### src/sv/tpcd_pkg.sv
// ---------------------------------------------------------------------------
// Tile pattern color decoder package
// Shared constants, register indexes and item kinds.
// ---------------------------------------------------------------------------
package tpcd_pkg;

  localparam int DEF_ROM_BYTES      = 65536;
  localparam int DEF_TILES_PER_AXIS = 64;

  localparam int IN_DATA_W  = 40;
  localparam int OUT_DATA_W = 32;
  localparam int CFG_IDX_W  = 3;
  localparam int CFG_DATA_W = 17;
  localparam int TPR_W      = 7;
  localparam int TILE_W     = 13;
  localparam int LINE_OFF_W = 16;
  localparam int QUEUE_DEPTH = 2;

  // Register indexes of the configuration port.
  localparam logic [CFG_IDX_W-1:0] CFG_ROW_TILES   = 3'd0;
  localparam logic [CFG_IDX_W-1:0] CFG_FINE_OFFSET = 3'd1;
  localparam logic [CFG_IDX_W-1:0] CFG_COLOR_MODE  = 3'd2;
  localparam logic [CFG_IDX_W-1:0] CFG_COLOR_BASE  = 3'd3;
  localparam logic [CFG_IDX_W-1:0] CFG_SCROLL_ROW  = 3'd4;
  localparam logic [CFG_IDX_W-1:0] CFG_ROM_LENGTH  = 3'd5;

  localparam logic [TPR_W-1:0] RST_ROW_TILES = 7'd32;

  localparam logic OP_WRITE = 1'b0;

  // Color modes; the unused code three behaves as one color byte per 8 tiles.
  localparam logic [1:0] MODE_NONE = 2'd0;
  localparam logic [1:0] MODE_LINE = 2'd2;

  // Classification made by the front part.
  localparam logic [1:0] KIND_WRITE  = 2'd0;
  localparam logic [1:0] KIND_SKIP   = 2'd1;
  localparam logic [1:0] KIND_BLANK  = 2'd2;
  localparam logic [1:0] KIND_RENDER = 2'd3;

  // Fixed colors when no color table is used: fg 15 high, bg 0 low.
  localparam logic [7:0] COLOR_NONE = 8'hF0;

endpackage

### src/sv/tpcd_front.sv
// ---------------------------------------------------------------------------
// Tile pattern color decoder front part
// Accepts items, classifies them and forms their store addresses.
// ---------------------------------------------------------------------------
module tpcd_front #(
  parameter int ROM_BYTES = tpcd_pkg::DEF_ROM_BYTES,
  parameter int ADDR_W    = 19,
  parameter int ENTRY_W   = 2 * ADDR_W + 11
) (
  input  logic                       s_tvalid,
  output logic                       s_tready,
  input  logic                       op,
  input  logic [15:0]                write_addr,
  input  logic [7:0]                 write_byte,
  input  logic [5:0]                 row_idx,
  input  logic [5:0]                 col_idx,
  input  logic [2:0]                 line_in_tile,
  input  logic                       geom_busy,
  input  logic [ADDR_W-1:0]          base,
  input  logic [tpcd_pkg::TPR_W-1:0] tpr,
  input  logic [2:0]                 fine_offset,
  input  logic [1:0]                 color_mode,
  input  logic [15:0]                color_base,
  input  logic                       q_full,
  output logic                       q_push,
  output logic [ENTRY_W-1:0]         q_entry
);

  logic [tpcd_pkg::TILE_W-1:0]     tile;
  logic [tpcd_pkg::LINE_OFF_W-1:0] line_off;
  logic [ADDR_W-1:0]               waddr;
  logic [ADDR_W-1:0]               paddr;
  logic [ADDR_W-1:0]               caddr;
  logic [ADDR_W-1:0]               addr_a;
  logic [1:0]                      kind;
  logic                            use_color;

  assign s_tready = !geom_busy && !q_full;
  assign q_push   = s_tvalid && s_tready;

  assign tile     = tpcd_pkg::TILE_W'(row_idx) * tpcd_pkg::TILE_W'(tpr)
                  + tpcd_pkg::TILE_W'(col_idx);
  assign line_off = {tile, line_in_tile};
  assign waddr    = ADDR_W'(write_addr);
  assign paddr    = base + ADDR_W'(fine_offset) + ADDR_W'(line_off);
  assign caddr    = ADDR_W'(color_base)
                  + ((color_mode == tpcd_pkg::MODE_LINE) ? ADDR_W'(line_off)
                                                         : ADDR_W'(tile >> 3));
  assign use_color = color_mode != tpcd_pkg::MODE_NONE;

  always_comb begin
    if (op == tpcd_pkg::OP_WRITE) begin
      kind   = (waddr < ADDR_W'(ROM_BYTES)) ? tpcd_pkg::KIND_WRITE : tpcd_pkg::KIND_SKIP;
      addr_a = waddr;
    end else begin
      kind   = ({1'b0, col_idx} < tpr) ? tpcd_pkg::KIND_RENDER : tpcd_pkg::KIND_BLANK;
      addr_a = paddr;
    end
  end

  assign q_entry = {kind, use_color, write_byte, caddr, addr_a};

endmodule

### config.mk
export PLATFORM = sky130hd
export DESIGN_NAME = tpcd_front
export DESIGN_NICKNAME = d
export VERILOG_FILES = /design/src/sv/tpcd_pkg.sv /design/src/sv/tpcd_front.sv
export SDC_FILE = /design/constraint.sdc
export NUM_CORES = 1
export LEC_CHECK = 0
export BUFFER_PORTS_ARGS = -buffer_cell sky130_fd_sc_hd__buf_4
export CORE_UTILIZATION = 30
export DETAILED_ROUTE_END_ITERATION = 8
export GPL_ROUTABILITY_DRIVEN = 0
export PLACE_DENSITY = 0.6
export SLEW_MARGIN = 30
export SYNTH_ARGS = -nofsm -noshare
export SYNTH_HDL_FRONTEND = slang
export SYNTH_SLANG_ARGS = --single-unit
### constraint.sdc
create_clock -name vclk -period 25.9
set_clock_uncertainty 0.15 [all_clocks]
set_input_delay 5.18 -clock vclk [all_inputs]
set_output_delay 5.18 -clock vclk [all_outputs]
set_load 0.005 [all_outputs]
# Word level (Yosys, flattened, before mapping)
# Cells that the tools add are included.
dict set report totals {
  output_inout_bits 51
  inputBits 90
  register_bits 0
}
dict set report op_classes {
  n_mul 1
  reduce_logical 5
  n_lt_le_gt_ge 2
  eq_ne 1
  n_addsub 4
  n_mux 5
}
# operator count
set op_table {}
lappend op_table {{adder 19 x 16 -> 19 bit} 1}
lappend op_table {{adder 19 x 3 -> 19 bit} 1}
lappend op_table {{2-to-1 mux 19 bit} 1}
lappend op_table {{adder 16 x 16 -> 17 bit} 1}
lappend op_table {{less-than comparator 16 x 17 -> 1 bit, second input constant} 1}
lappend op_table {{2-to-1 mux 16 bit} 1}
lappend op_table {{adder 13 x 6 -> 13 bit} 1}
lappend op_table {{multiplier 6 x 7 -> 13 bit} 1}
lappend op_table {{less-than comparator 6 x 7 -> 1 bit} 1}
lappend op_table {{== test 2 bit, second input constant} 1}
lappend op_table {{logical AND 1 bit} 2}
lappend op_table {{logical NOT 1 bit} 2}
lappend op_table {{2-to-1 mux 1 bit} 2}
lappend op_table {{2-to-1 mux 2 bit} 1}
lappend op_table {{nonzero test 2 bit} 1}

# Longest topological paths before layout
dict set report logic_depth {
  word_depth 4
  depth_mapped 25
}

# Worst setup path after synthesis
# No wires, ideal clock.
dict set report synth_path {
  kind {input-to-output}
  start {input tpr[3] (netlist name)}
  end {output q_entry[17]}
  arrival_ns 10.587
  required_time_ns 20.570
  path_slack_ns 9.983
  stages 24
  cell_sequence {and2_1 fa_1 inv_1 fa_1 inv_1 fa_1 inv_1 fa_1 inv_1 ha_1 o21a_1 o31a_1 o21ba_2 or2_2 xnor2_1 inv_1 ha_1 ha_1 and3_1 o211ai_1 a41oi_1 a211o_1 a221oi_1 mux2i_1}
}
dict set report synth_via {
  elab_chain_len 4
}
# item line
set synth_rtl {}
lappend synth_rtl {{from (decl)} tpcd_front.sv:20} ;# input logic [tpcd_pkg::TPR_W-1:0] tpr,
lappend synth_rtl {{multiplier 6 x 7 -> 13 bit} tpcd_front.sv:41} ;# assign tile = tpcd_pkg::TILE_W'(row_idx) * tpcd_pkg::TILE_W'(tpr)
lappend synth_rtl {{adder 13 x 6 -> 13 bit} tpcd_front.sv:42} ;# + tpcd_pkg::TILE_W'(col_idx);
lappend synth_rtl {{adder 19 x 16 -> 19 bit} tpcd_front.sv:45} ;# assign paddr = base + ADDR_W'(fine_offset) + ADDR_W'(line_off);
lappend synth_rtl {{2-to-1 mux 19 bit} tpcd_front.sv:52} ;# if (op == tpcd_pkg::OP_WRITE) begin
lappend synth_rtl {{to (decl)} tpcd_front.sv:26} ;# output logic [ENTRY_W-1:0] q_entry
# No other way between the ends.

# Worst setup path in the final report
# Ends and elaborated chain as after synthesis.

==> flow_metrics.tcl <==
set metrics [dict create \
    relSlewSlack_pct 44.4 \
    fin_crit_ps 16580 \
    first_iter_violations 155 \
    cts-resized-gates 0 \
    fmax_mhz 60.3 \
    wl_met3_um 425 \
    start_util_pct 30.7 \
    finalSetupViolCount 0 \
    tightest_slew_ps 832 \
    fp.dieArea_um2 14000 \
    final-seq-area_um2 0 \
    portBuffers 123 \
    crit_path_end_kind "output pin" \
    layoutNonFillerInstCount 803 \
    rsz0062_at_grt "false" \
    fill_cells 1415 \
    wl_per_cell_um 13.9 \
    hold_path.class "primary input to output pin" \
    final_layout_size_suffix_gt1_share_pct 23.1 \
    final_common_cell "buf_4" \
    dpl_cell_area_um2 5090 \
    core.rowCount 42 \
    die_h_um 118 \
    grt_pass1_wl_um 19100 \
    syn_inst 523 \
    yosysTopAreaCellShare_pct 25.3 \
    status "finished clean" \
    core_um2 13200 \
    cp_slowest_cell "fa_1" \
    n_clock_buffer 0 \
    final_cell_mix "buf_4 (123), ha_1 (82), inv_1 (60), nand2_1 (44), a21oi_1 (38)" \
    antenna_found_initial 0 \
    syn_to_final_growth_pct 25.3 \
    route.met2.wl_um 5590 \
    finalHoldViolations 0 \
    vdd_drop_max_mv 0.136 \
    seq_cell_count 0 \
    finalMaxSlewViolations 0 \
    grt_max_degree 28 \
    power_leakage_nw 2.70 \
    wl_met1_um 5130 \
    post-route-period-util_pct 64.0 \
    avgSynthCellArea_um2 7.77 \
    netlist_area_um2 4060 \
    ios 141 \
    ant_nets 0 \
    overflow 0 \
    track_usage_pct 16.2 \
    yosys-top-cells-area "ha_1 (25%), fa_1 (14%), and2_1 (5.5%)" \
    cp-start-kind "primary input" \
    path_common_cell "inv_1" \
    hold_buffers 0 \
    yosysUniqueCellTypes 58 \
    critPathKind "primary input to output pin" \
    wl_um 11200 \
    cts_setup_buffers 0 \
    dp.cells 803 \
    cpPeakStageDelay_ps 530 \
    dr.pass1.iters 7 \
    via_count 3922 \
    finalNetCount 830 \
    crit_required_ps 20570 \
    die_x_um 118 \
    cap_violations 0 \
    final_cell_area_um2 5090 \
    highest_layer "met4" \
    avgViaCountPerCell 4.88 \
    power_density_nw_per_um2 129 \
    setup_tns_ps 0 \
    dp_hpwl_um 9980 \
    synth_warnings 0 \
    drc 0 \
    crit_fanout 7 \
    crit_arrival_ps 11250 \
    n_antenna_cell 0 \
    grt_pass1_vias 4038 \
    yosys.area.top_type "ha_1" \
    yosysSeqAreaShare_pct 0 \
]
worst max-delay path: cells and delay by family:
kind                     cells  cell delay, ps
AO/OA/AOI/OAI                7            1290
XOR/XNOR                     1             270
adder cells (fa/ha/maj)      7            3010
buffers and inverters        7             540
multiplexers                 1             230
AND/OR/NAND/NOR              3             680
final cells by class:
class	count	area [µm²]	area share [%]
multi-input combinational	444	3720	73.1
inverter	60	225	4.43
timing repair buffer	123	923	18.1
tap	176	220	4.33
per-stage QoR:
step	utilization [%]	hold WS, ps	setup slack (ps)	power (mW)
after floorplan	-	10240	9980	0.449
after global placement	38.4	10210	9440	0.650
after detailed placement	38.4	10210	9360	0.659
after CTS	38.4	10210	9310	0.665
after global routing	38.4	10210	8930	0.738
final	38.4	10210	9320	0.659
synth_stat cells (3+ instances only):
library cell,number
o211ai_1,4
nand4_1,3
a211oi_1,4
a21oi_1,38
o21ai_0,25
nor3_1,3
nand3_1,10
mux2_2,10
xor2_1,10
fa_1,29
nor2_1,34
mux2i_1,5
a31oi_1,4
nand2_1,44
and2_1,36
and3_1,3
a21o_1,18
nor2b_1,6
nand2b_1,5
clkbuf_1,7
o21bai_1,4
ha_1,82
o21a_1,7
o31ai_1,3
inv_1,60
xnor2_1,22
buf_4,12
power breakdown:
group / switching, mW / internal [mW]
registers: 0 / 0
clock network: 0 / 0
logic: 0.347 / 0.312
total: 0.347 / 0.312
worst paths after layout:
| check | startpoint | to | slack, ps | cells after the start |
|---|---|---|---|---|
| worst max-delay path | tpr[3] | q_entry[17] | 9320 | 26 |
| worst min-delay path | write_byte[0] | q_entry[38] | 10210 | 0 |
cell families after synthesis:
group	synth area share [%]
buf+inv	8.50
simple gates	18.2
other cells	0.0923
xor+xnor	6.90
mux	4.01
compound gates	22.7
fa+ha+maj	39.6
metal layers:
layer  up-vias  GRT usage (%)
met5         -              0
met3         6          0.820
met1      1823           21.4
met2        80           30.4
li1       2013              -
met4         0          0.561
Note: power is estimated with default switching activity, not from simulation.
