===== src/sv/tpcd_pkg.sv =====
// ---------------------------------------------------------------------------
// Tile pattern color decoder package
// Shared constants, register indexes and item kinds.
// ---------------------------------------------------------------------------
package tpcd_pkg;

  localparam int DEF_ROM_BYTES      = 65536;
  localparam int DEF_TILES_PER_AXIS = 64;

  localparam int IN_DATA_W  = 40;
  localparam int OUT_DATA_W = 32;
  localparam int CFG_IDX_W  = 3;
  localparam int CFG_DATA_W = 17;
  localparam int TPR_W      = 7;
  localparam int TILE_W     = 13;
  localparam int LINE_OFF_W = 16;
  localparam int QUEUE_DEPTH = 2;

  // Register indexes of the configuration port.
  localparam logic [CFG_IDX_W-1:0] CFG_ROW_TILES   = 3'd0;
  localparam logic [CFG_IDX_W-1:0] CFG_FINE_OFFSET = 3'd1;
  localparam logic [CFG_IDX_W-1:0] CFG_COLOR_MODE  = 3'd2;
  localparam logic [CFG_IDX_W-1:0] CFG_COLOR_BASE  = 3'd3;
  localparam logic [CFG_IDX_W-1:0] CFG_SCROLL_ROW  = 3'd4;
  localparam logic [CFG_IDX_W-1:0] CFG_ROM_LENGTH  = 3'd5;

  localparam logic [TPR_W-1:0] RST_ROW_TILES = 7'd32;

  localparam logic OP_WRITE = 1'b0;

  // Color modes; the unused code three behaves as one color byte per 8 tiles.
  localparam logic [1:0] MODE_NONE = 2'd0;
  localparam logic [1:0] MODE_LINE = 2'd2;

  // Classification made by the front part.
  localparam logic [1:0] KIND_WRITE  = 2'd0;
  localparam logic [1:0] KIND_SKIP   = 2'd1;
  localparam logic [1:0] KIND_BLANK  = 2'd2;
  localparam logic [1:0] KIND_RENDER = 2'd3;

  // Fixed colors when no color table is used: fg 15 high, bg 0 low.
  localparam logic [7:0] COLOR_NONE = 8'hF0;

endpackage


===== src/sv/tpcd_queue.sv =====
// ---------------------------------------------------------------------------
// Tile pattern color decoder queue
// Short first-in first-out queue between the front and back parts.
// ---------------------------------------------------------------------------
module tpcd_queue #(
  parameter int W     = 49,
  parameter int DEPTH = tpcd_pkg::QUEUE_DEPTH
) (
  input  logic         clk,
  input  logic         rst,
  input  logic         push,
  input  logic [W-1:0] push_data,
  output logic         full,
  input  logic         pop,
  output logic [W-1:0] pop_data,
  output logic         empty
);

  localparam int PW = (DEPTH > 1) ? $clog2(DEPTH) : 1;
  localparam int NW = $clog2(DEPTH + 1);

  logic [W-1:0]  slots [DEPTH];
  logic [PW-1:0] wr_ptr;
  logic [PW-1:0] rd_ptr;
  logic [NW-1:0] count;

  assign full     = count == NW'(DEPTH);
  assign empty    = count == '0;
  assign pop_data = slots[rd_ptr];

  always_ff @(posedge clk) begin
    if (push) begin
      slots[wr_ptr] <= push_data;
    end
  end

  always_ff @(posedge clk) begin
    if (rst) begin
      wr_ptr <= '0;
      rd_ptr <= '0;
      count  <= '0;
    end else begin
      if (push) begin
        wr_ptr <= (wr_ptr == PW'(DEPTH - 1)) ? '0 : wr_ptr + PW'(1);
      end
      if (pop) begin
        rd_ptr <= (rd_ptr == PW'(DEPTH - 1)) ? '0 : rd_ptr + PW'(1);
      end
      if (push && !pop) begin
        count <= count + NW'(1);
      end else if (pop && !push) begin
        count <= count - NW'(1);
      end
    end
  end

endmodule


===== config.mk =====
export PLATFORM = sky130hd
export DESIGN_NAME = tpcd_queue
export DESIGN_NICKNAME = d
export VERILOG_FILES = /design/src/sv/tpcd_pkg.sv /design/src/sv/tpcd_queue.sv
export SDC_FILE = /design/constraint.sdc
export NUM_CORES = 1
export LEC_CHECK = 0
export BUFFER_PORTS_ARGS = -buffer_cell sky130_fd_sc_hd__buf_4
export CAP_MARGIN = 20
export CELL_PAD_IN_SITES_DETAIL_PLACEMENT = 0
export CELL_PAD_IN_SITES_GLOBAL_PLACEMENT = 1
export CORE_ASPECT_RATIO = 0.5
export CORE_MARGIN = 2
export CORE_UTILIZATION = 34
export DETAILED_ROUTE_END_ITERATION = 6
export GPL_TIMING_DRIVEN = 1
export PLACE_DENSITY = 0.63
export SLEW_MARGIN = 20
export SYNTH_ARGS = -nofsm -noshare
export SYNTH_HDL_FRONTEND = slang
export SYNTH_SLANG_ARGS = --single-unit

===== constraint.sdc =====
create_clock -name clk -period 7.4 [get_ports clk]
set_clock_uncertainty 0.1 [all_clocks]
set_input_delay 1.11 -clock clk [delete_from_list [all_inputs] [get_ports clk]]
set_output_delay 1.11 -clock clk [all_outputs]
set_load 0.03 [all_outputs]

# Word-level counts from Yosys, hierarchy flattened
# Memories as Yosys holds them, arrays and structs flattened. A register that Yosys moved wholly into a read port is not among the register bits.
# Index checks and enable logic that the tools add are counted.
[classes]
eq_ne = 1
n_addsub = 4
n_mux = 8
reduce_logical = 6
[ops]
columns = ["op", "count"]
rows = [
  ["$mux W1", 6],
  ["$mux W2", 2],
  ["$add A1 B1 Y1 const B", 2],
  ["$add A2 B1 Y2 const B", 1],
  ["$eq A2 B2 Y1 const B", 1],
  ["$logic_and A1 B1 Y1", 2],
  ["$logic_not A1 Y1", 2],
  ["$logic_not A2 Y1", 1],
  ["$reduce_bool A2 Y1", 1],
  ["$sub A2 B1 Y2 const B", 1],
]
[word_totals]
ff_bits = 4
in_bits = 53
memories = 1
ram_bits = 98
out_inout_bits = 51
wordCells = 23
[memory_table]
columns = ["memory", "depth", "word_bits", "rd", "rd_clocked_by_memory_dff", "write_ports", "line_no", "rtl"]
rows = [
  ["slots", 2, 49, 1, 1, 1, "tpcd_queue.sv:22", "logic [W-1:0] slots [DEPTH];"],
]

# Longest topological paths before layout
# Gate-level depths: netlist of the first run.
[logic_depth]
ltp_word = 4
depth_mapped = 5
depth_no_buf = 5

# Worst setup path before layout of the first run
# OpenSTA, ideal clock, no wires.
[synth_path]
kind = "input-to-reg"
startpoint = "input push"
endpoint = "memory slots[0][0], enable pin"
slack_ns = 3.555
t_arrival_ns = 3.284
path_stages = 1
required_ns = 6.838
n_path_buf = 0
setup_ns = 0.462
cell_sequence = "nor2b_1"
[synth_via]
elab_chain_cells = 2
[synth_lines]
columns = ["element", "line_no", "rtl"]
rows = [
  ["from (decl)", "tpcd_queue.sv:11", "input logic push,"],
  ["$mux W1", "tpcd_queue.sv:32", "if (push) begin"],
  ["$mux W1 (implied by the code)", "tpcd_queue.sv:33", "slots[wr_ptr] <= push_data;"],
  ["to (decl)", "tpcd_queue.sv:22", ""],
]
# No other way between the ends.

==> results.md, run 1 <==
- Post-DRT Antenna Nets: 0
- Max FO, Critical Path: between 40 and 50
- Clock sink total: about 100
- Hold_buf cts: 0
- Rel. slew slack: 55.6%
- Fin crit period: between 2 and 3 ns
- Yosys cell types: 16
- TritonCTS clock tree: built
- GR peak layer: met2
- CP startpoint kind: flop
- GR Util met3: under 10%
- Initial Utilization: 34.5%
- Mapped Avg Cell Area: about 21 sq um
- Critical path's slowest cell: dfxtp_4
- Total Routing Usage GR: a little under an eighth
- IO Port Bufs: a little over 100
- Setup Buffers After CTS: 0
- First-pass GRT wire length: roughly 10 mm
- Die Span X: roughly 150 um
- Worst VDD drop: approximately 0.12 mV
- Most common cell after layout, fill and taps aside: buf_4
- CP max stage delay: approximately 0.79 ns
- H-tree Lvls: 3
- Nets: 339
- Status: finished clean
- Pwr dens: around 270 nW/um^2
- Post-route DRC violation count: 0
- Via density: 4.40
- Layout cell share with drive strength beyond 1: roughly 59%
- CTS clk-pin slew, worst paths: ~0.060 ns
- Crit path max-delay family: flip-flops
- Storage cell area: between 3000 and 4000 sq um
- Initial DRT Pass Iterations: 4
- Final Setup Violations: 0
- Drt total wl: 6.79 mm
- Worst slew pin tran: about 0.67 ns
- IO Count: ~100
- Total core area: between 10000 and 15000 sq um
- Clock latency on the worst-skew pair: 0.33 ns
- Most frequent cells in the layout: buf_4, edfxtp_1, mux2_2, clkbuf_16, nor2_1
- CTS resizes: 0
- P_sw: 0.321 mW
- Die H: 78.2 um
- CTS Buffer Depth: 2
- Synth-to-layout area growth: 32.7%
- Syn_nets: 228
- Yosys warning count: 0
- Largest net degree at the start of global routing: 50
- Internal Power: just over 1 mW
- Vias in the first global route: roughly 2.1k
- Antenna fix cells: 0
- Vias post-DR: about 1.9k
- DRT iter0 DRCs: 70
- Num CTS Buffers: 9
- Clock power share: 32.4%
- Part of the power in registers: 52.3%
- RSZ-0062 raised after global routing: false
- Worst min path class: reg2reg
- Crit-path cells: mux2_2 -> buf_4
- Max Cap Violations: 0
- CP Class: reg2out
- Flops & latches, synth: just over 100
- Fillcell total: ~960
- Gate Count Post-Synth: around 170
- WP data required: a little over 6 ns
- Static leakage: roughly 1.8 nW
- Grt total ovfl: 0
- Worst R2R Path Depth: 2
- Num rows: 27
- Final setup TNS: 0 ns
- Post-detail-place hpwl: 4.49 mm
- Seq/Total Area, Yosys: between 80 and 90%
- Critical path endpoint category: output pin
- Combinational share of power: between 10% and 20%
- Die footprint: about 12000 sq um
- GR Layer Usage met2: between 20% and 30%
- Clock tree root buffer cell: clkbuf_16
- Initial antenna violation count: 0
- Stages on the worst setup path: 2
- Fin Hold WS: 0.408 ns
- Area of the multi-input gates: about 660 sq um
- Min-Delay Path Depth: 2
- Mapped cell area: 3740 sq um
- Endpoints failing hold: 0
- Critical path arrival: 1.73 ns
- Fmax: 340 MHz
- Crit path buf inv count: 1
- Routed len/inst: around 16 um
- Sw frac: 24.0%
- GPL Wtd Cong: about 0.68
- Fin crit share: 39.8%
- Grt met1 use: 11.5%
- Slew Limit Fails: 0
through the flow:
stage               cell area [sq um]  setup slack, ns  cells  utilization (%)  power [mW]
finish                           4960             4.46    435             45.8        1.34
global route                     4960             4.34    435             45.8        1.39
CTS                              4960             4.41    435             45.8        1.35
detailed placement               4680             4.78    419             43.2       0.920
global placement                 4680             4.42    419             43.2       0.916
floorplan                        3740             3.55    174                -       0.832
power by group through the flow:
stage	Combinational (mW)	Sequential, mW	Clock, mW
after floorplan	0.132	0.700	0
after global placement	0.206	0.710	0
after detailed placement	0.207	0.712	0
after CTS	0.208	0.700	0.445
after global routing	0.216	0.703	0.467
final	0.205	0.698	0.433
worst reg2reg max path, delay by kind of cell, from the launching register on:
kind	cells	cell delay (ns)
buffers and inverters	1	0.51
DFF	1	0.40
and+or+nand+nor	1	0.39
cells in the mapped netlist:
cell / n / share of area [%]
dfxtp_1: 5 / 2.7
buf_6: 2 / 0.60
nor2_1: 5 / 0.50
and2b_2: 1 / 0.23
o21ai_0: 1 / 0.13
a21oi_1: 1 / 0.13
edfxtp_1: 98 / 79
xnor2_1: 2 / 0.47
and2_1: 1 / 0.17
or3_1: 1 / 0.17
inv_1: 1 / 0.10
buf_2: 3 / 0.40
nor2b_1: 1 / 0.17
xor2_1: 2 / 0.47
ha_1: 1 / 0.33
mux2_2: 49 / 15
worst paths after layout:
path                  end  startpoint  slack [ns]
min reg2reg      count[1]    count[1]        0.41
min              count[1]    count[1]        0.41
max          pop_data[14]        flop        4.46
max reg2reg  slots[1][36]      wr_ptr        5.62
cells by family (layout without fill, tap and decap cells):
kind of cell	after synthesis	after routing	synth area share [%]
compound gates	2	2	0.267
xor+xnor	4	4	0.937
fa+ha+maj	1	1	0.335
buf+inv	6	122	1.10
flops	103	103	81.4
mux	49	49	14.8
simple gates	9	9	1.24
cell type report:
class	count	area share [%]
well taps	145	3.66
flip-flops and latches	103	61.4
clock buffers	13	5.24
repair buffers	105	15.9
inverters	1	0.0756
multi-input cells	65	13.4
clock inverters	3	0.353
state kept, by name, summed over array words and instances, names as in the netlist, named ones only:
name	cells
count	2
rd_ptr	1
slots	98
wr_ptr	1
routing by layer:
| metal | wire (um) | up-vias |
|---|---|---|
| met2 | 3920 | 35 |
| met4 | 78 | 0 |
| li1 | - | 897 |
| met5 | 0 | - |
| met3 | 236 | 11 |
| met1 | 2550 | 969 |
No activity file was read; power rests on OpenSTA's default activity.
==> inputs of run 2 (changes only) <==
--- a/config.mk
+++ b/config.mk
@@ -14,7 +14,7 @@
 export CORE_UTILIZATION = 34
 export DETAILED_ROUTE_END_ITERATION = 6
 export GPL_TIMING_DRIVEN = 1
-export PLACE_DENSITY = 0.63
+export PLACE_DENSITY = 0.66
 export SLEW_MARGIN = 20
 export SYNTH_ARGS = -nofsm -noshare
 export SYNTH_HDL_FRONTEND = slang
==> constraint.sdc (replaced) <==
create_clock -name clk -period 2.55 [get_ports clk]
set_clock_uncertainty 0.1 [all_clocks]
set_input_delay 0.3825 -clock clk [delete_from_list [all_inputs] [get_ports clk]]
set_output_delay 0.3825 -clock clk [all_outputs]
set_load 0.03 [all_outputs]
==> results.md, run 2 (same netlist as run 1, synthesis figures left out) <==
- Status: finished clean (unchanged)
- Nets: 341 (was 339)
- Initial DRT Pass Iterations: 4 (unchanged)
- Most frequent cells in the layout: buf_4, edfxtp_1, mux2_2, clkbuf_16, nor2_1 (unchanged)
- Post-route insts no fill: 437 (was 435)
- Fmax: 492 MHz
- Critical path arrival: 1.55 ns (was 1.73 ns)
- CP Class: reg2out (unchanged)
- Met2 Routed Length: 3.82 mm (was 3.92 mm)
- CP startpoint kind: flop (unchanged)
- Die H: 78.2 um (unchanged)
- Total core area: 10800 sq um (unchanged)
- Worst min path class: in2reg (was reg2reg)
- Endpoints failing hold: 0 (unchanged)
- Largest registers: slots: 98 flops, count: 2 flops (unchanged)
- Initial Utilization: 34.5% (unchanged)
- TritonCTS clock tree: built (unchanged)
- Antenna fix cells: 0 (unchanged)
- Slew Limit Fails: 0 (unchanged)
- Final Setup Violations: 0 (unchanged)
- IO Count: 104 (unchanged)
- GPL Wtd Cong: 0.695 (was 0.682)
- DR WL met3: 286 um (was 236 um)
- Total placed cells including tap cells: 421 (was 419)
- Final setup TNS: 0 ns (unchanged)
- Setup Buffers After CTS: 0 (unchanged)
- Via density: 4.36 (was 4.40)
- Synth-to-layout area growth: 34.4% (was 32.7%)
- Fin crit share: approximately four fifths
- Post-detail-place hpwl: 4.53 mm (was 4.49 mm)
- Fin crit period: 2.03 ns
- Clock tree root buffer cell: clkbuf_16 (unchanged)
- Critical path endpoint category: output pin (unchanged)
- Die footprint: 11900 sq um (unchanged)
- Vias in the first global route: 2132 (was 2107)
- M1 WL: 2.55 mm (about the same)
- Vias post-DR: 1907 (was 1912)
- Die Span X: 152 um (unchanged)
- Worst VDD drop: 0.328 mV (was 0.116 mV)
- WP data required: 2.07 ns (was 6.19 ns)
- IO Port Bufs: 103 (unchanged)
- Num CTS Buffers: 9 (unchanged)
- Total Routing Usage GR: 11.7% (was 11.5%)
- Post-route DRC violation count: 0 (unchanged)
- Clock sink total: 103 (unchanged)
- RSZ-0062 raised after global routing: false (unchanged)
- Highest Signal Layer: met4 (unchanged)
- Worst slew pin tran: 0.343 ns (was 0.666 ns)
- Most common cell after layout, fill and taps aside: buf_4 (unchanged)
- Max FO, Critical Path: 25 (was 49)
- Grt total ovfl: 0 (unchanged)
- Initial antenna violation count: 0 (unchanged)
- Core Util, Final: 46.3% (was 45.8%)
- Largest net degree at the start of global routing: 50 (unchanged)
- Drt total wl: 6.76 mm (was 6.79 mm)
- Fillcell total: 928 (was 959)
- Largest register FFs: 98 (unchanged)
- Rel. slew slack: 77.1% (was 55.6%)
- CTS Buffer Depth: 2 (unchanged)
- Layout cell share with drive strength beyond 1: 59.9% (was 59.3%)
- First-pass GRT wire length: 10.5 mm (was 10.4 mm)
- Clock latency on the worst-skew pair: 0.34 ns (was 0.33 ns)
- Static leakage: 1.88 nW (was 1.84 nW)
- H-tree Lvls: 3 (unchanged)
- CTS resizes: 0 (unchanged)
- Hold_buf cts: 0 (unchanged)
- CTS clk-pin slew, worst paths: 0.07 ns (was 0.06 ns)
- Num rows: 27 (unchanged)
- Routed len/inst: 15.5 um (was 15.6 um)
- Max Cap Violations: 0 (unchanged)
- Pwr dens: 791 nW/um^2 (was 269 nW/um^2)
- Largest register by flop count: slots (unchanged)
- DRT iter0 DRCs: 129 (was 70)
- Post-DRT Antenna Nets: 0 (unchanged)
[run 2: cell types whose count changed in the layout (fill, tap and decap cells not counted), sizes merged]
cell / previous run / this run
buf: 105 / 107
inv: 1 / 3
clkinv: 2 / 1
clkinvlp: 1 / 0
[run 2: cell type report]
class / instances / area, sq um / share of cell area [%]
inverters: 1 / 3.75 / 0.0747
multi-input cells: 65 / 664 / 13.2
well taps: 145 / 181 / 3.61
repair buffers: 107 / 828 / 16.5
clock buffers: 13 / 282 / 5.60
flip-flops and latches: 103 / 3040 / 60.6
clock inverters: 3 / 22.5 / 0.448
[run 2: routing by layer]
layer | up-vias | track usage, %
met3 | 12 | 3.64
met5 | - | 0
met2 | 38 | 22.3
met1 | 955 | 12.1
met4 | 0 | 4.49
li1 | 902 | -
[run 2: final timing paths]
path | from | endpoint | slack [ns] | cells after the start
worst min-delay path | push_data[14] | slots[0][14] | 0.12 | 1
worst max-delay path | flop | pop_data[46] | 0.52 | 3
worst min register to register | count[1] | count[1] | 0.41 | 2
worst max register to register | wr_ptr | slots[1][18] | 1.22 | 2
[run 2: worst max-delay path: stages, from the launching register on]
cell and delay (ns):
dfxtp_2 0.32, buf_4 0.31, mux2_2 0.39, buf_4 0.17
[run 2: stage by stage]
stage	instance area (sq um)	setup WS, ns	total power [mW]	hold slack (ns)
final	5030	0.516	3.98	0.122
after global placement	4720	0.865	2.66	0.373
after CTS	5030	0.474	4.03	0.108
after global routing	5030	0.437	4.13	0.107
after detailed placement	4720	0.850	2.68	0.413
after floorplan	3740	0.346	2.41	0.352
[run 2: where the power goes]
part | internal, mW | switching [mW]
sequential | 1.97 | 0.0264
combinational | 0.274 | 0.361
clock | 0.780 | 0.566
total | 3.02 | 0.953
