===== config.mk =====
export PLATFORM = sky130hd
export DESIGN_NAME = tpcd_geom
export DESIGN_NICKNAME = d
export VERILOG_FILES = /design/src/sv/tpcd_pkg.sv /design/src/sv/tpcd_geom.sv
export SDC_FILE = /design/constraint.sdc
export NUM_CORES = 1
export LEC_CHECK = 0
export BUFFER_PORTS_ARGS = -buffer_cell sky130_fd_sc_hd__clkbuf_2
export CAP_MARGIN = 20
export CORE_MARGIN = 4
export CORE_UTILIZATION = 50
export DETAILED_ROUTE_END_ITERATION = 10
export GPL_TIMING_DRIVEN = 0
export PLACE_DENSITY = 0.67
export SLEW_MARGIN = 20
export SYNTH_ARGS = -nofsm -noshare
export SYNTH_HDL_FRONTEND = slang
export SYNTH_SLANG_ARGS = --single-unit

===== constraint.sdc =====
create_clock -name clk -period 5.5 [get_ports clk]
set_clock_uncertainty 0.1 [all_clocks]
set_input_delay 0.275 -clock clk [delete_from_list [all_inputs] [get_ports clk]]
set_output_delay 0.275 -clock clk [all_outputs]
set_load 0.01 [all_outputs]

===== src/sv/tpcd_pkg.sv =====
// ---------------------------------------------------------------------------
// Tile pattern color decoder package
// Shared constants, register indexes and item kinds.
// ---------------------------------------------------------------------------
package tpcd_pkg;

  localparam int DEF_ROM_BYTES      = 65536;
  localparam int DEF_TILES_PER_AXIS = 64;

  localparam int IN_DATA_W  = 40;
  localparam int OUT_DATA_W = 32;
  localparam int CFG_IDX_W  = 3;
  localparam int CFG_DATA_W = 17;
  localparam int TPR_W      = 7;
  localparam int TILE_W     = 13;
  localparam int LINE_OFF_W = 16;
  localparam int QUEUE_DEPTH = 2;

  // Register indexes of the configuration port.
  localparam logic [CFG_IDX_W-1:0] CFG_ROW_TILES   = 3'd0;
  localparam logic [CFG_IDX_W-1:0] CFG_FINE_OFFSET = 3'd1;
  localparam logic [CFG_IDX_W-1:0] CFG_COLOR_MODE  = 3'd2;
  localparam logic [CFG_IDX_W-1:0] CFG_COLOR_BASE  = 3'd3;
  localparam logic [CFG_IDX_W-1:0] CFG_SCROLL_ROW  = 3'd4;
  localparam logic [CFG_IDX_W-1:0] CFG_ROM_LENGTH  = 3'd5;

  localparam logic [TPR_W-1:0] RST_ROW_TILES = 7'd32;

  localparam logic OP_WRITE = 1'b0;

  // Color modes; the unused code three behaves as one color byte per 8 tiles.
  localparam logic [1:0] MODE_NONE = 2'd0;
  localparam logic [1:0] MODE_LINE = 2'd2;

  // Classification made by the front part.
  localparam logic [1:0] KIND_WRITE  = 2'd0;
  localparam logic [1:0] KIND_SKIP   = 2'd1;
  localparam logic [1:0] KIND_BLANK  = 2'd2;
  localparam logic [1:0] KIND_RENDER = 2'd3;

  // Fixed colors when no color table is used: fg 15 high, bg 0 low.
  localparam logic [7:0] COLOR_NONE = 8'hF0;

endpackage


===== src/sv/tpcd_geom.sv =====
// ---------------------------------------------------------------------------
// Tile pattern color decoder view geometry
// Derives the byte base of the top visible row from the configuration.
// ---------------------------------------------------------------------------
module tpcd_geom #(
  parameter int TILES_PER_AXIS = tpcd_pkg::DEF_TILES_PER_AXIS,
  parameter int ADDR_W         = 19
) (
  input  logic                       clk,
  input  logic                       rst,
  input  logic                       restart,
  input  logic [ADDR_W-1:0]          len,
  input  logic [tpcd_pkg::TPR_W-1:0] tpr,
  input  logic [15:0]                scroll,
  output logic                       busy,
  output logic [ADDR_W-1:0]          base
);

  localparam int TW = ADDR_W - 3;
  localparam int CW = $clog2(TW + 1);

  localparam logic [2:0] G_IDLE = 3'd0;
  localparam logic [2:0] G_LOAD = 3'd1;
  localparam logic [2:0] G_DIV  = 3'd2;
  localparam logic [2:0] G_TOP  = 3'd3;
  localparam logic [2:0] G_MUL  = 3'd4;

  logic [2:0]    state;
  logic [CW-1:0] cnt;
  logic [TW-1:0] dvd;
  logic [TW-1:0] quo;
  logic [6:0]    rem;
  logic [15:0]   top;

  logic [TW-1:0] tiles;
  logic [6:0]    rem_sh;
  logic          fits;
  logic [TW:0]   rows;
  logic [TW:0]   max_top;
  logic [22:0]   top_tpr;

  assign tiles   = TW'((len + ADDR_W'(7)) >> 3);
  assign rem_sh  = {rem[5:0], dvd[TW-1]};
  assign fits    = rem_sh >= tpr;
  assign rows    = (TW+1)'(quo) + (TW+1)'(rem != 7'd0);
  assign max_top = (rows > (TW+1)'(TILES_PER_AXIS)) ? rows - (TW+1)'(TILES_PER_AXIS) : '0;
  assign top_tpr = 23'(top) * 23'(tpr);
  assign busy    = state != G_IDLE;

  always_ff @(posedge clk) begin
    if (rst) begin
      state <= G_IDLE;
      base  <= '0;
    end else if (restart) begin
      state <= G_LOAD;
    end else begin
      case (state)
        G_LOAD: begin
          dvd   <= tiles;
          quo   <= '0;
          rem   <= '0;
          cnt   <= CW'(TW);
          state <= G_DIV;
        end
        G_DIV: begin
          // Restoring division, one quotient bit per cycle.
          rem <= fits ? rem_sh - tpr : rem_sh;
          quo <= {quo[TW-2:0], fits};
          dvd <= {dvd[TW-2:0], 1'b0};
          cnt <= cnt - CW'(1);
          if (cnt == CW'(1)) begin
            state <= G_TOP;
          end
        end
        G_TOP: begin
          top   <= ((TW+1)'(scroll) < max_top) ? scroll : 16'(max_top);
          state <= G_MUL;
        end
        G_MUL: begin
          base  <= ADDR_W'({top_tpr, 3'b000});
          state <= G_IDLE;
        end
        default: begin
          state <= G_IDLE;
        end
      endcase
    end
  end

endmodule


# ---- Word level (Yosys, flattened, before mapping)
# Cells that the tools add are included.
dict set report word_totals {
  out_inout_bits 20
  register_bits 79
  input_bits 45
  elab_cells 43
}
dict set report classes {
  n_addsub 5
  mul 1
  mux 10
  reduce_logical 7
  n_bitwise 2
  n_eq_ne 7
  n_lt_le_gt_ge 3
}
# cell n
set ops {}
lappend ops {{$pmux 16 s2} 2}
lappend ops {{$add 19x3->19 const B} 1}
lappend ops {{$add 16x1->17} 1}
lappend ops {{$gt 17x7->1 const B} 1}
lappend ops {{$lt 16x17->1} 1}
lappend ops {{$mux 17} 1}
lappend ops {{$sub 17x7->17 const B} 1}
lappend ops {{$mul 16x7->16} 1}
lappend ops {{$mux 16} 1}
lappend ops {{$pmux 7 s2} 1}
lappend ops {{$pmux 5 s2} 1}
lappend ops {{$pmux 3 s3} 1}
lappend ops {{$ge 7x7->1} 1}
lappend ops {{$mux 7} 1}
lappend ops {{$reduce_bool 7->1} 1}
lappend ops {{$sub 7x7->7} 1}
lappend ops {{$eq 3x2->1 const B} 2}
lappend ops {{$reduce_and 3->1} 2}
lappend ops {{$eq 5x1->1 const B} 1}
lappend ops {{$sub 5x1->5 const B} 1}
lappend ops {{$eq 3x1->1 const B} 1}
lappend ops {{$eq 3x3->1 const B} 1}
lappend ops {{$mux 3} 1}
lappend ops {{$ne 3x3->1 const B} 1}
lappend ops {{7 further kinds} 8}

# ---- Longest topological paths before layout
# Gate-level depths: netlist of run 1.
dict set report logic_depth {
  ltp_word 6
  depth_mapped 24
  mapped_depth_nobuf 21
}

# ---- Worst setup path before layout of run 1
# Ideal clock, no wire load.
dict set report synth_path {
  path_type {register to register}
  start {reg state[1]}
  end {reg cnt[0], enable pin}
  setup_ns 0.559
  arrival_time_ns 4.859
  required_ns 4.841
  path_buffers 1
  path_stages_with_launch 4
  synth_period_minus_slack_ns 5.519
  slack_ns -0.019
  path_cell_list {dfxtp_1 > clkbuf_1 > xnor2_1 > nor4_1}
}
dict set report synth_via {
  elab_chain_cells 3
  elab_cells_between_ends 4
  cone_classes {eq/ne: 2; reduce/logical: 2}
}
# item line
set synth_lines {}
lappend synth_lines {{start, declared} tpcd_geom.sv:28} ;# logic [2:0] state;
lappend synth_lines {{start signal, assigned} tpcd_geom.sv:52} ;# state <= G_IDLE;
lappend synth_lines {{start signal, assigned} tpcd_geom.sv:55} ;# state <= G_LOAD;
lappend synth_lines {{start signal, assigned} tpcd_geom.sv:63} ;# state <= G_DIV;
lappend synth_lines {{$eq 3x2->1 / $eq 3x1->1 (equally long branches)} tpcd_geom.sv:57} ;# case (state)
lappend synth_lines {{$reduce_bool 2->1 (no source line) *} n/a}
lappend synth_lines {{$reduce_and 3->1 (no source line) *} n/a}
lappend synth_lines {{end signal, assigned} tpcd_geom.sv:62} ;# cnt <= CW'(TW);
lappend synth_lines {{end signal, assigned} tpcd_geom.sv:70} ;# cnt <= cnt - CW'(1);
lappend synth_lines {{end, declared} tpcd_geom.sv:29} ;# logic [CW-1:0] cnt;
# Mark *: on every way between the ends. The rest lies on a longest branch, timed or not.
# A chain may end at the register's enable or synchronous reset.

# ---- Final worst setup path of run 1
dict set report layout_path {
  start {reg rem[3]}
  end {reg top[0], data pin}
}
dict set report layout_via {
  elab_chain_cells 6
  elab_cells_between_ends 7
  cone_classes {add/sub: 2; order compare: 2; mux: 2; reduce/logical: 1}
}
# item line
set layout_lines {}
lappend layout_lines {{start, declared} tpcd_geom.sv:32} ;# logic [6:0] rem;
lappend layout_lines {{start signal, assigned} tpcd_geom.sv:67} ;# rem <= fits ? rem_sh - tpr : rem_sh;
lappend layout_lines {{$reduce_bool 7->1 *} tpcd_geom.sv:45} ;# assign rows = (TW+1)'(quo) + (TW+1)'(rem != 7'd0);
lappend layout_lines {{$add 16x1->17 *} tpcd_geom.sv:45}
lappend layout_lines {{$sub 17x7->17 / $gt 17x7->1 (equally long branches)} tpcd_geom.sv:46} ;# assign max_top = (rows > (TW+1)'(TILES_PER_AXIS)) ? rows - (TW+1)'(TILES_PER_AXIS) : '0;
lappend layout_lines {{$mux 17 *} tpcd_geom.sv:46}
lappend layout_lines {{$lt 16x17->1} tpcd_geom.sv:76} ;# top <= ((TW+1)'(scroll) < max_top) ? scroll : 16'(max_top);
lappend layout_lines {{$mux 16 *} tpcd_geom.sv:76}
lappend layout_lines {{end signal, assigned} tpcd_geom.sv:76}
lappend layout_lines {{end, declared} tpcd_geom.sv:33} ;# logic [15:0] top;
# Marked as above.

==> impl_metrics.toml, run 1 <==
[outcome]
status = "complete, no violations"

[die]
rows = 43
core_um2 = 14100
die-area_um2 = 16580
die_height_um = 128.7
initial_core_util_pct = 51.71
top_level_ports = 65
floorplan.die.width_um = 128.7

[cts]
clockBufferDepth = 2
tritoncts = "yes"
total_cts_buffers = 9
clk_latency_ns = 0.34
cts-hold-fix-buffers = 0
cts_root_buf = "sky130_fd_sc_hd__clkbuf_16"
clock_sinks = 79
clock_transition_time_at_the_flip_flop_clock_pins_of_the_worst_setup_and_hold_paths_ns = 0.06
h_tree_depth = 3

[finish]
area_delta_synth_final_pct = 12.77
fillCellCount = 1296
antennaDiodeCount = 0
design.final.nets = 1015
finalNonFillerCells = 1050
layout.core_utilization_pct = 58.32
fraction_of_layout_cells_with_a_size_suffix_above_1_pct = 12.64

[power]
pwr-share-clk_pct = 31.6
post-layout-total-power_uw = 1819
power.leakage_uw = 0.003640
sequentialPowerShare_pct = 36.3
p_int_uw = 1259
vdd_ir_drop_max_mv = 0.1458
power_frac_comb_pct = 32.1
power.switching_uw = 560.0
power.density_cell_area_nw_per_um2 = 221.3
switching_share_pct = 30.78

[sta]
maxSlewHeadroom_pct = 45.30
layout_worst_path_cycle_share_pct = 93.78
timing.final.max_slew_violations = 0
final_critical_path_setup_slack_ns = 0.3423
rsz0062_at_grt = "no"
timing_worst_slew_pin_value_ns = 0.8189
final-hold-violation-count = 0
setup-tns-final_ns = 0
setup-violations-final = 0
max_freq_ghz = 0.1939
final.min_clock_period_ns = 5.158

[global_routing]
globalRouteOverflowTotal = 0
grt_pass1_wl_mm = 27.84
grt_antenna_before_repair = 0
grt_use_total_pct = 20.97
grt_max_degree = 14
via_count_of_the_first_global_routing_pass = 5830

[synthesis]
synth.ff_latch_count = 79
synth.lib_cells_used.distinct = 58
synth.top_cells.by_area = "sky130_fd_sc_hd__edfxtp_1 25%, sky130_fd_sc_hd__fa_1 15%, sky130_fd_sc_hd__ha_1 8.6%"
synth.yosys.warnings = 0
synthDominantAreaCellType = "sky130_fd_sc_hd__edfxtp_1"
synth_largest_type_area_fraction_pct = 24.72
most_numerous_cell_in_the_yosys_netlist = "sky130_fd_sc_hd__nand2_1"
synth_common_cells = "116 x sky130_fd_sc_hd__nand2_1, 86 x sky130_fd_sc_hd__inv_1, 60 x sky130_fd_sc_hd__edfxtp_1, 53 x sky130_fd_sc_hd__fa_1, 50 x sky130_fd_sc_hd__ha_1"
async_reset_ff_share_pct = 0
syn_inst = 785
synthesis.area_um2 = 7289
synth.avg_cell_area_um2 = 9.286
number_of_synthesized_flops_with_an_enable_pin = 60
yosysSeqAreaShare_pct = 29.93
most_frequently_used_flop_master_after_synthesis = "sky130_fd_sc_hd__edfxtp_1"

[worst_setup_path]
start_kind = "flop"
critical_path_end_type = "flop"
worst-setup-path-type = "reg -> reg"
worstPathRequired_ns = 5.49
cp.arrival_ns = 5.15
worstPathMaxFanout = 10

[drt]
routed_via_count = 5770
route.antenna.remaining_nets = 0
first_iter_violations = 299
avgRoutedWirePerCell_um = 15.88
drc = 0
detail_route.first_pass.iterations = 5
wl_mm = 16.68
route.detailed.vias_per_inst = 5.495

[placement]
gpl.final_weighted_congestion = 0.8506
numPlacedInstances = 1034
io_buffer_count = 61
dp_hpwl_mm = 13.58
dp_slack_ns = 0.04000

[flow_run]
max_cap_viol_count = 0

[worst_hold_path]
hp-class = "in -> reg"
==> logic make-up after synthesis <==
kind of cell | synth area share [%]
AND/OR/NAND/NOR | 21.10
buffers and inverters | 6.643
adder cells (fa/ha/maj) | 23.14
AO/OA/AOI/OAI | 8.325
flip-flops | 29.93
XOR/XNOR | 7.209
multiplexers | 3.605
other | 0.05144
==> per-layer routing <==
metal | track usage [%] | wire (um) | vias up
li1 | - | - | 2799
met1 | 26.42 | 7158 | 2814
met2 | 36.49 | 8550 | 132
met3 | 4.027 | 683 | 25
met4 | 6.485 | 284 | 0
met5 | 0 | 0 | -
==> worst paths after layout <==
check | startpoint | to | slack (ns) | depth (start not counted)
setup reg to reg | rem[3] | top[0] | 0.34 | 21
hold / removal | rst | state[2] | 0.03 | 2
setup / recovery | rem[3] | top[0] | 0.34 | 21
hold reg to reg | base[11] | base[11] | 0.35 | 2
==> per-stage QoR <==
stage | instance area [um2] | hold WS, ns
after detailed placement | 7906 | 0.3466
final | 8220 | 0.02783
after global placement | 7834 | 0.3389
after floorplan | 7303 | 0.2520
after CTS | 8183 | 0.01818
after global routing | 8220 | 0.04364
==> layout by cell type (no fill, tap or decap), drive strengths merged, types with 4 or more instances in the layout <==
cell | synthesis | layout
dfxtp | 19 | 19
a211oi | 7 | 7
o21ai | 27 | 27
nand2b | 15 | 15
nand3 | 20 | 20
a21oi | 29 | 29
buf | 10 | 19
and2 | 41 | 41
nor2b | 5 | 5
xnor2 | 41 | 41
nand4 | 10 | 10
or3 | 5 | 5
xor2 | 19 | 19
nor3 | 12 | 12
nor4 | 11 | 11
ha | 50 | 50
and3 | 23 | 23
mux2i | 24 | 24
nor2 | 33 | 33
edfxtp | 60 | 60
inv | 86 | 86
a21o | 5 | 5
nand2 | 116 | 116
clkbuf | 23 | 92
fa | 53 | 53
and4 | 4 | 4
==> worst max-delay path, stage by stage (launching register included) <==
cell	delay, ns
sky130_fd_sc_hd__edfxtp_1	0.44
sky130_fd_sc_hd__nor4_4	0.31
sky130_fd_sc_hd__nand2_1	0.16
sky130_fd_sc_hd__ha_1	0.26
sky130_fd_sc_hd__ha_1	0.19
sky130_fd_sc_hd__buf_2	0.16
sky130_fd_sc_hd__and3_4	0.20
sky130_fd_sc_hd__a2111oi_2	0.36
sky130_fd_sc_hd__mux2i_1	0.20
sky130_fd_sc_hd__a22o_1	0.30
sky130_fd_sc_hd__nor3_4	0.24
sky130_fd_sc_hd__buf_6	0.18
sky130_fd_sc_hd__or2_2	0.12
sky130_fd_sc_hd__ha_1	0.24
sky130_fd_sc_hd__a211oi_1	0.22
sky130_fd_sc_hd__o21ai_0	0.12
sky130_fd_sc_hd__o211ai_1	0.10
sky130_fd_sc_hd__a21oi_1	0.10
sky130_fd_sc_hd__nor4_1	0.23
sky130_fd_sc_hd__a211o_1	0.18
sky130_fd_sc_hd__buf_6	0.14
sky130_fd_sc_hd__mux2_1	0.34
==> power by group through the flow <==
stage          Sequential (uW)  Combinational, uW  Clock, uW
2_1_floorplan              671                442          0
3_5_place_dp               672                589          0
5_1_grt                    661                666        616
3_3_place_gp               673                566          0
4_1_cts                    660                593        588
6_report                   660                584        575
==> cell type report <==
type | instances | area, um2 | share of cell area [%]
clock buffers | 9 | 225.2 | 2.740
flip-flops and latches | 79 | 2182 | 26.54
inverters | 86 | 322.8 | 3.927
repair buffers | 69 | 371.6 | 4.521
clock inverters | 5 | 51.30 | 0.6240
multi-input cells | 589 | 4673 | 56.85
plain buffers | 33 | 168.9 | 2.055
well taps | 180 | 225.2 | 2.740
==> registers in the layout, indices dropped and copies added (netlist names) <==
| signal | cells |
|---|---|
| base | 16 |
| dvd | 16 |
| quo | 16 |
| top | 16 |
| rem | 7 |
| cnt | 5 |
| state | 3 |
==> timing repair <==
item	CTS	global route
resized for setup	0	8
buffers inserted	0	2
endpoints found under the setup margin	0	16
Note: power is estimated with default switching activity, not from simulation.
==> run 2, diff against run 1 <==
ABC_AREA = 1   (was default)
==> impl_metrics.toml, run 2 <==
[global_routing]
globalRouteOverflowTotal = 0
via_count_of_the_first_global_routing_pass = 5858
grt_pass1_wl_mm = 26.31
grt_max_degree = 16
grt_antenna_before_repair = 0
grt_use_total_pct = 19.29

[sta]
setup-violations-final = 0
timing_worst_slew_pin_value_ns = 0.8074
maxSlewHeadroom_pct = 45.72
timing.final.max_slew_violations = 0
setup-tns-final_ns = 0
final_critical_path_setup_slack_ns = 0.6065
rsz0062_at_grt = "no"
final-hold-violation-count = 0
final.min_clock_period_ns = 4.894
max_freq_ghz = 0.2044
layout_worst_path_cycle_share_pct = 88.97

[synthesis]
synthDominantAreaCellType = "sky130_fd_sc_hd__edfxtp_1"
number_of_synthesized_flops_with_an_enable_pin = 60
synth.lib_cells_used.distinct = 37
syn_inst = 970
yosysSeqAreaShare_pct = 29.31
synth.ff_latch_count = 79
synthesis.area_um2 = 7446
most_numerous_cell_in_the_yosys_netlist = "sky130_fd_sc_hd__nand2_1"
most_frequently_used_flop_master_after_synthesis = "sky130_fd_sc_hd__edfxtp_1"
synth_common_cells = "250 x sky130_fd_sc_hd__nand2_1, 186 x sky130_fd_sc_hd__inv_1, 79 x sky130_fd_sc_hd__nor2_1, 60 x sky130_fd_sc_hd__edfxtp_1, 53 x sky130_fd_sc_hd__fa_1"
synth.yosys.warnings = 0
synth.avg_cell_area_um2 = 7.676
async_reset_ff_share_pct = 0
synth_largest_type_area_fraction_pct = 24.20
synth.top_cells.by_area = "sky130_fd_sc_hd__edfxtp_1 24%, sky130_fd_sc_hd__fa_1 14%, sky130_fd_sc_hd__nand2_1 13%"

[worst_setup_path]
cp.arrival_ns = 5.03
worst_path_largest_cell_delay_ns = 0.56
critical_path.cell_chain = "nand2_1 -> inv_1 -> fa_1 -> inv_1 -> fa_1 -> fa_1 -> inv_1 -> fa_1 -> ha_1 -> a21oi_1 -> o21ai_0 -> a21oi_1 -> o21ai_0 -> a21boi_1 -> o21ai_0 -> xor2_1 -> o21ai_0 -> inv_1"
reg2reg_depth = 18
crit_family = "adder cells"
critical_path_end_type = "flop"
worst-setup-path-type = "reg -> reg"
worstPathRequired_ns = 5.64
start_kind = "flop"
critical_path.n_buffers_inverters = 4
critPathSlowestCell = "sky130_fd_sc_hd__fa_1"
worstPathMaxFanout = 7
stages_on_worst_setup_path = 18

[placement]
gpl.final_weighted_congestion = 0.8726
numPlacedInstances = 1225
dp_hpwl_mm = 12.69
io_buffer_count = 61
dp_slack_ns = 0.1107

[finish]
design.final.nets = 1200
finalNonFillerCells = 1241
multiInputGateArea_um2 = 4462
layout.area.seq_um2 = 2182
area_delta_synth_final_pct = 12.01
commonest_cells_after_routing_fill_and_taps_aside = "250 x sky130_fd_sc_hd__nand2_1, 186 x sky130_fd_sc_hd__inv_1, 79 x sky130_fd_sc_hd__nor2_1, 61 x sky130_fd_sc_hd__clkbuf_2, 60 x sky130_fd_sc_hd__edfxtp_1"
layout.cells.most_common = "sky130_fd_sc_hd__nand2_1"
layout.core_utilization_pct = 57.39
antennaDiodeCount = 0
fraction_of_layout_cells_with_a_size_suffix_above_1_pct = 11.83
fillCellCount = 1402

[drt]
route.detailed.vias_per_inst = 4.813
route.antenna.remaining_nets = 0
drc = 0
routed_via_count = 5973
wl_mm = 15.17
avgRoutedWirePerCell_um = 12.22
detail_route.first_pass.iterations = 4
first_iter_violations = 210

[cts]
clk_latency_ns = 0.34
tritoncts = "yes"
total_cts_buffers = 9
clockBufferDepth = 2
cts.repair_timing.setup_buffer_count = 0
h_tree_depth = 3
cts_root_buf = "sky130_fd_sc_hd__clkbuf_16"
clock_sinks = 79
clock_transition_time_at_the_flip_flop_clock_pins_of_the_worst_setup_and_hold_paths_ns = 0.06

[worst_hold_path]
hp-class = "in -> reg"
worst_hold_path.num_cells = 2

[flow_run]
max_cap_viol_count = 0

[power]
power.density_cell_area_nw_per_um2 = 211.5
power.leakage_uw = 0.004343
vdd_ir_drop_max_mv = 0.2152

[die]
top_level_ports = 65
die-area_um2 = 16910
core_um2 = 14530
floorplan.die.width_um = 130.0
rows = 44
initial_core_util_pct = 51.23
die_height_um = 130.0

[outcome]
status = "complete, no violations"
[run 2: cell types whose count changed after synthesis, sizes merged, moves of 22 or more]
cell,previous run,this run
mux2i,24,0
and3,23,0
inv,86,188
nand2,116,262
nand3,20,52
and2,41,0
xnor2,41,19
nor2,33,87
[run 2: metrics by stage]
stage                     power [uW]  instance area [um2]  hold WS [ns]
after floorplan                 1089                 7453        0.2525
after global placement          1191                 7989        0.3524
after detailed placement        1202                 8046        0.3551
after CTS                       1793                 8335       0.09968
after global routing            1908                 8341        0.1225
final                           1764                 8341        0.1207
[run 2: repair_timing]
action | CTS | global route
gates resized for setup | 0 | 1
setup endpoints to repair | 0 | 1
hold buffers | 0 | 0
[run 2: area by class of cell]
| type | instances | area share (%) |
|---|---|---|
| plain buffers | 26 | 1.470 |
| clock buffers | 10 | 2.865 |
| clock inverters | 6 | 0.6001 |
| inverters | 189 | 8.506 |
| multi-input cells | 678 | 53.50 |
| flip-flops and latches | 79 | 26.16 |
| well taps | 184 | 2.760 |
| repair buffers | 69 | 4.140 |
[run 2: per-layer routing]
metal | global-route usage, % | wire [um] | up-vias
li1 | - | - | 3199
met1 | 24.89 | 7083 | 2672
met2 | 32.77 | 7317 | 81
met3 | 3.684 | 443 | 21
met4 | 6.296 | 327 | 0
met5 | 0 | 0 | -
[run 2: worst reg2reg max path, stage by stage (launching register included)]
cell	delay [ns]
sky130_fd_sc_hd__edfxtp_1	0.52
sky130_fd_sc_hd__nand2_1	0.10
sky130_fd_sc_hd__inv_1	0.06
sky130_fd_sc_hd__fa_1	0.54
sky130_fd_sc_hd__inv_1	0.05
sky130_fd_sc_hd__fa_1	0.46
sky130_fd_sc_hd__fa_1	0.56
sky130_fd_sc_hd__inv_1	0.06
sky130_fd_sc_hd__fa_1	0.47
sky130_fd_sc_hd__ha_1	0.38
sky130_fd_sc_hd__a21oi_1	0.16
sky130_fd_sc_hd__o21ai_0	0.08
sky130_fd_sc_hd__a21oi_1	0.21
sky130_fd_sc_hd__o21ai_0	0.18
sky130_fd_sc_hd__a21boi_1	0.36
sky130_fd_sc_hd__o21ai_0	0.16
sky130_fd_sc_hd__xor2_1	0.15
sky130_fd_sc_hd__o21ai_0	0.14
sky130_fd_sc_hd__inv_1	0.05
[run 2: power by group]
part | total [uW] | switching [uW] | internal (uW)
clock | 577 | 252 | 325
combinational | 529 | 305 | 224
sequential | 658 | 6.05 | 652
[run 2: kinds of logic (layout without fill, tap and decap cells)]
| family | after synthesis | count (layout) | share of synthesized area [%] |
|---|---|---|---|
| other cells | 1 | 3 | 0.05036 |
| flops | 79 | 79 | 29.31 |
| buf+inv | 215 | 300 | 11.17 |
| xor+xnor | 39 | 39 | 4.587 |
| fa+ha+maj | 103 | 103 | 22.65 |
| compound gates | 98 | 98 | 7.075 |
| simple gates | 435 | 435 | 25.16 |
[run 2: path summary, 6_finish.rpt]
kind               to  slack, ns    start
max          base[16]       0.61   top[3]
max reg2reg  base[16]       0.61   top[3]
min          state[1]       0.12  restart
min reg2reg   base[6]       0.36  base[6]
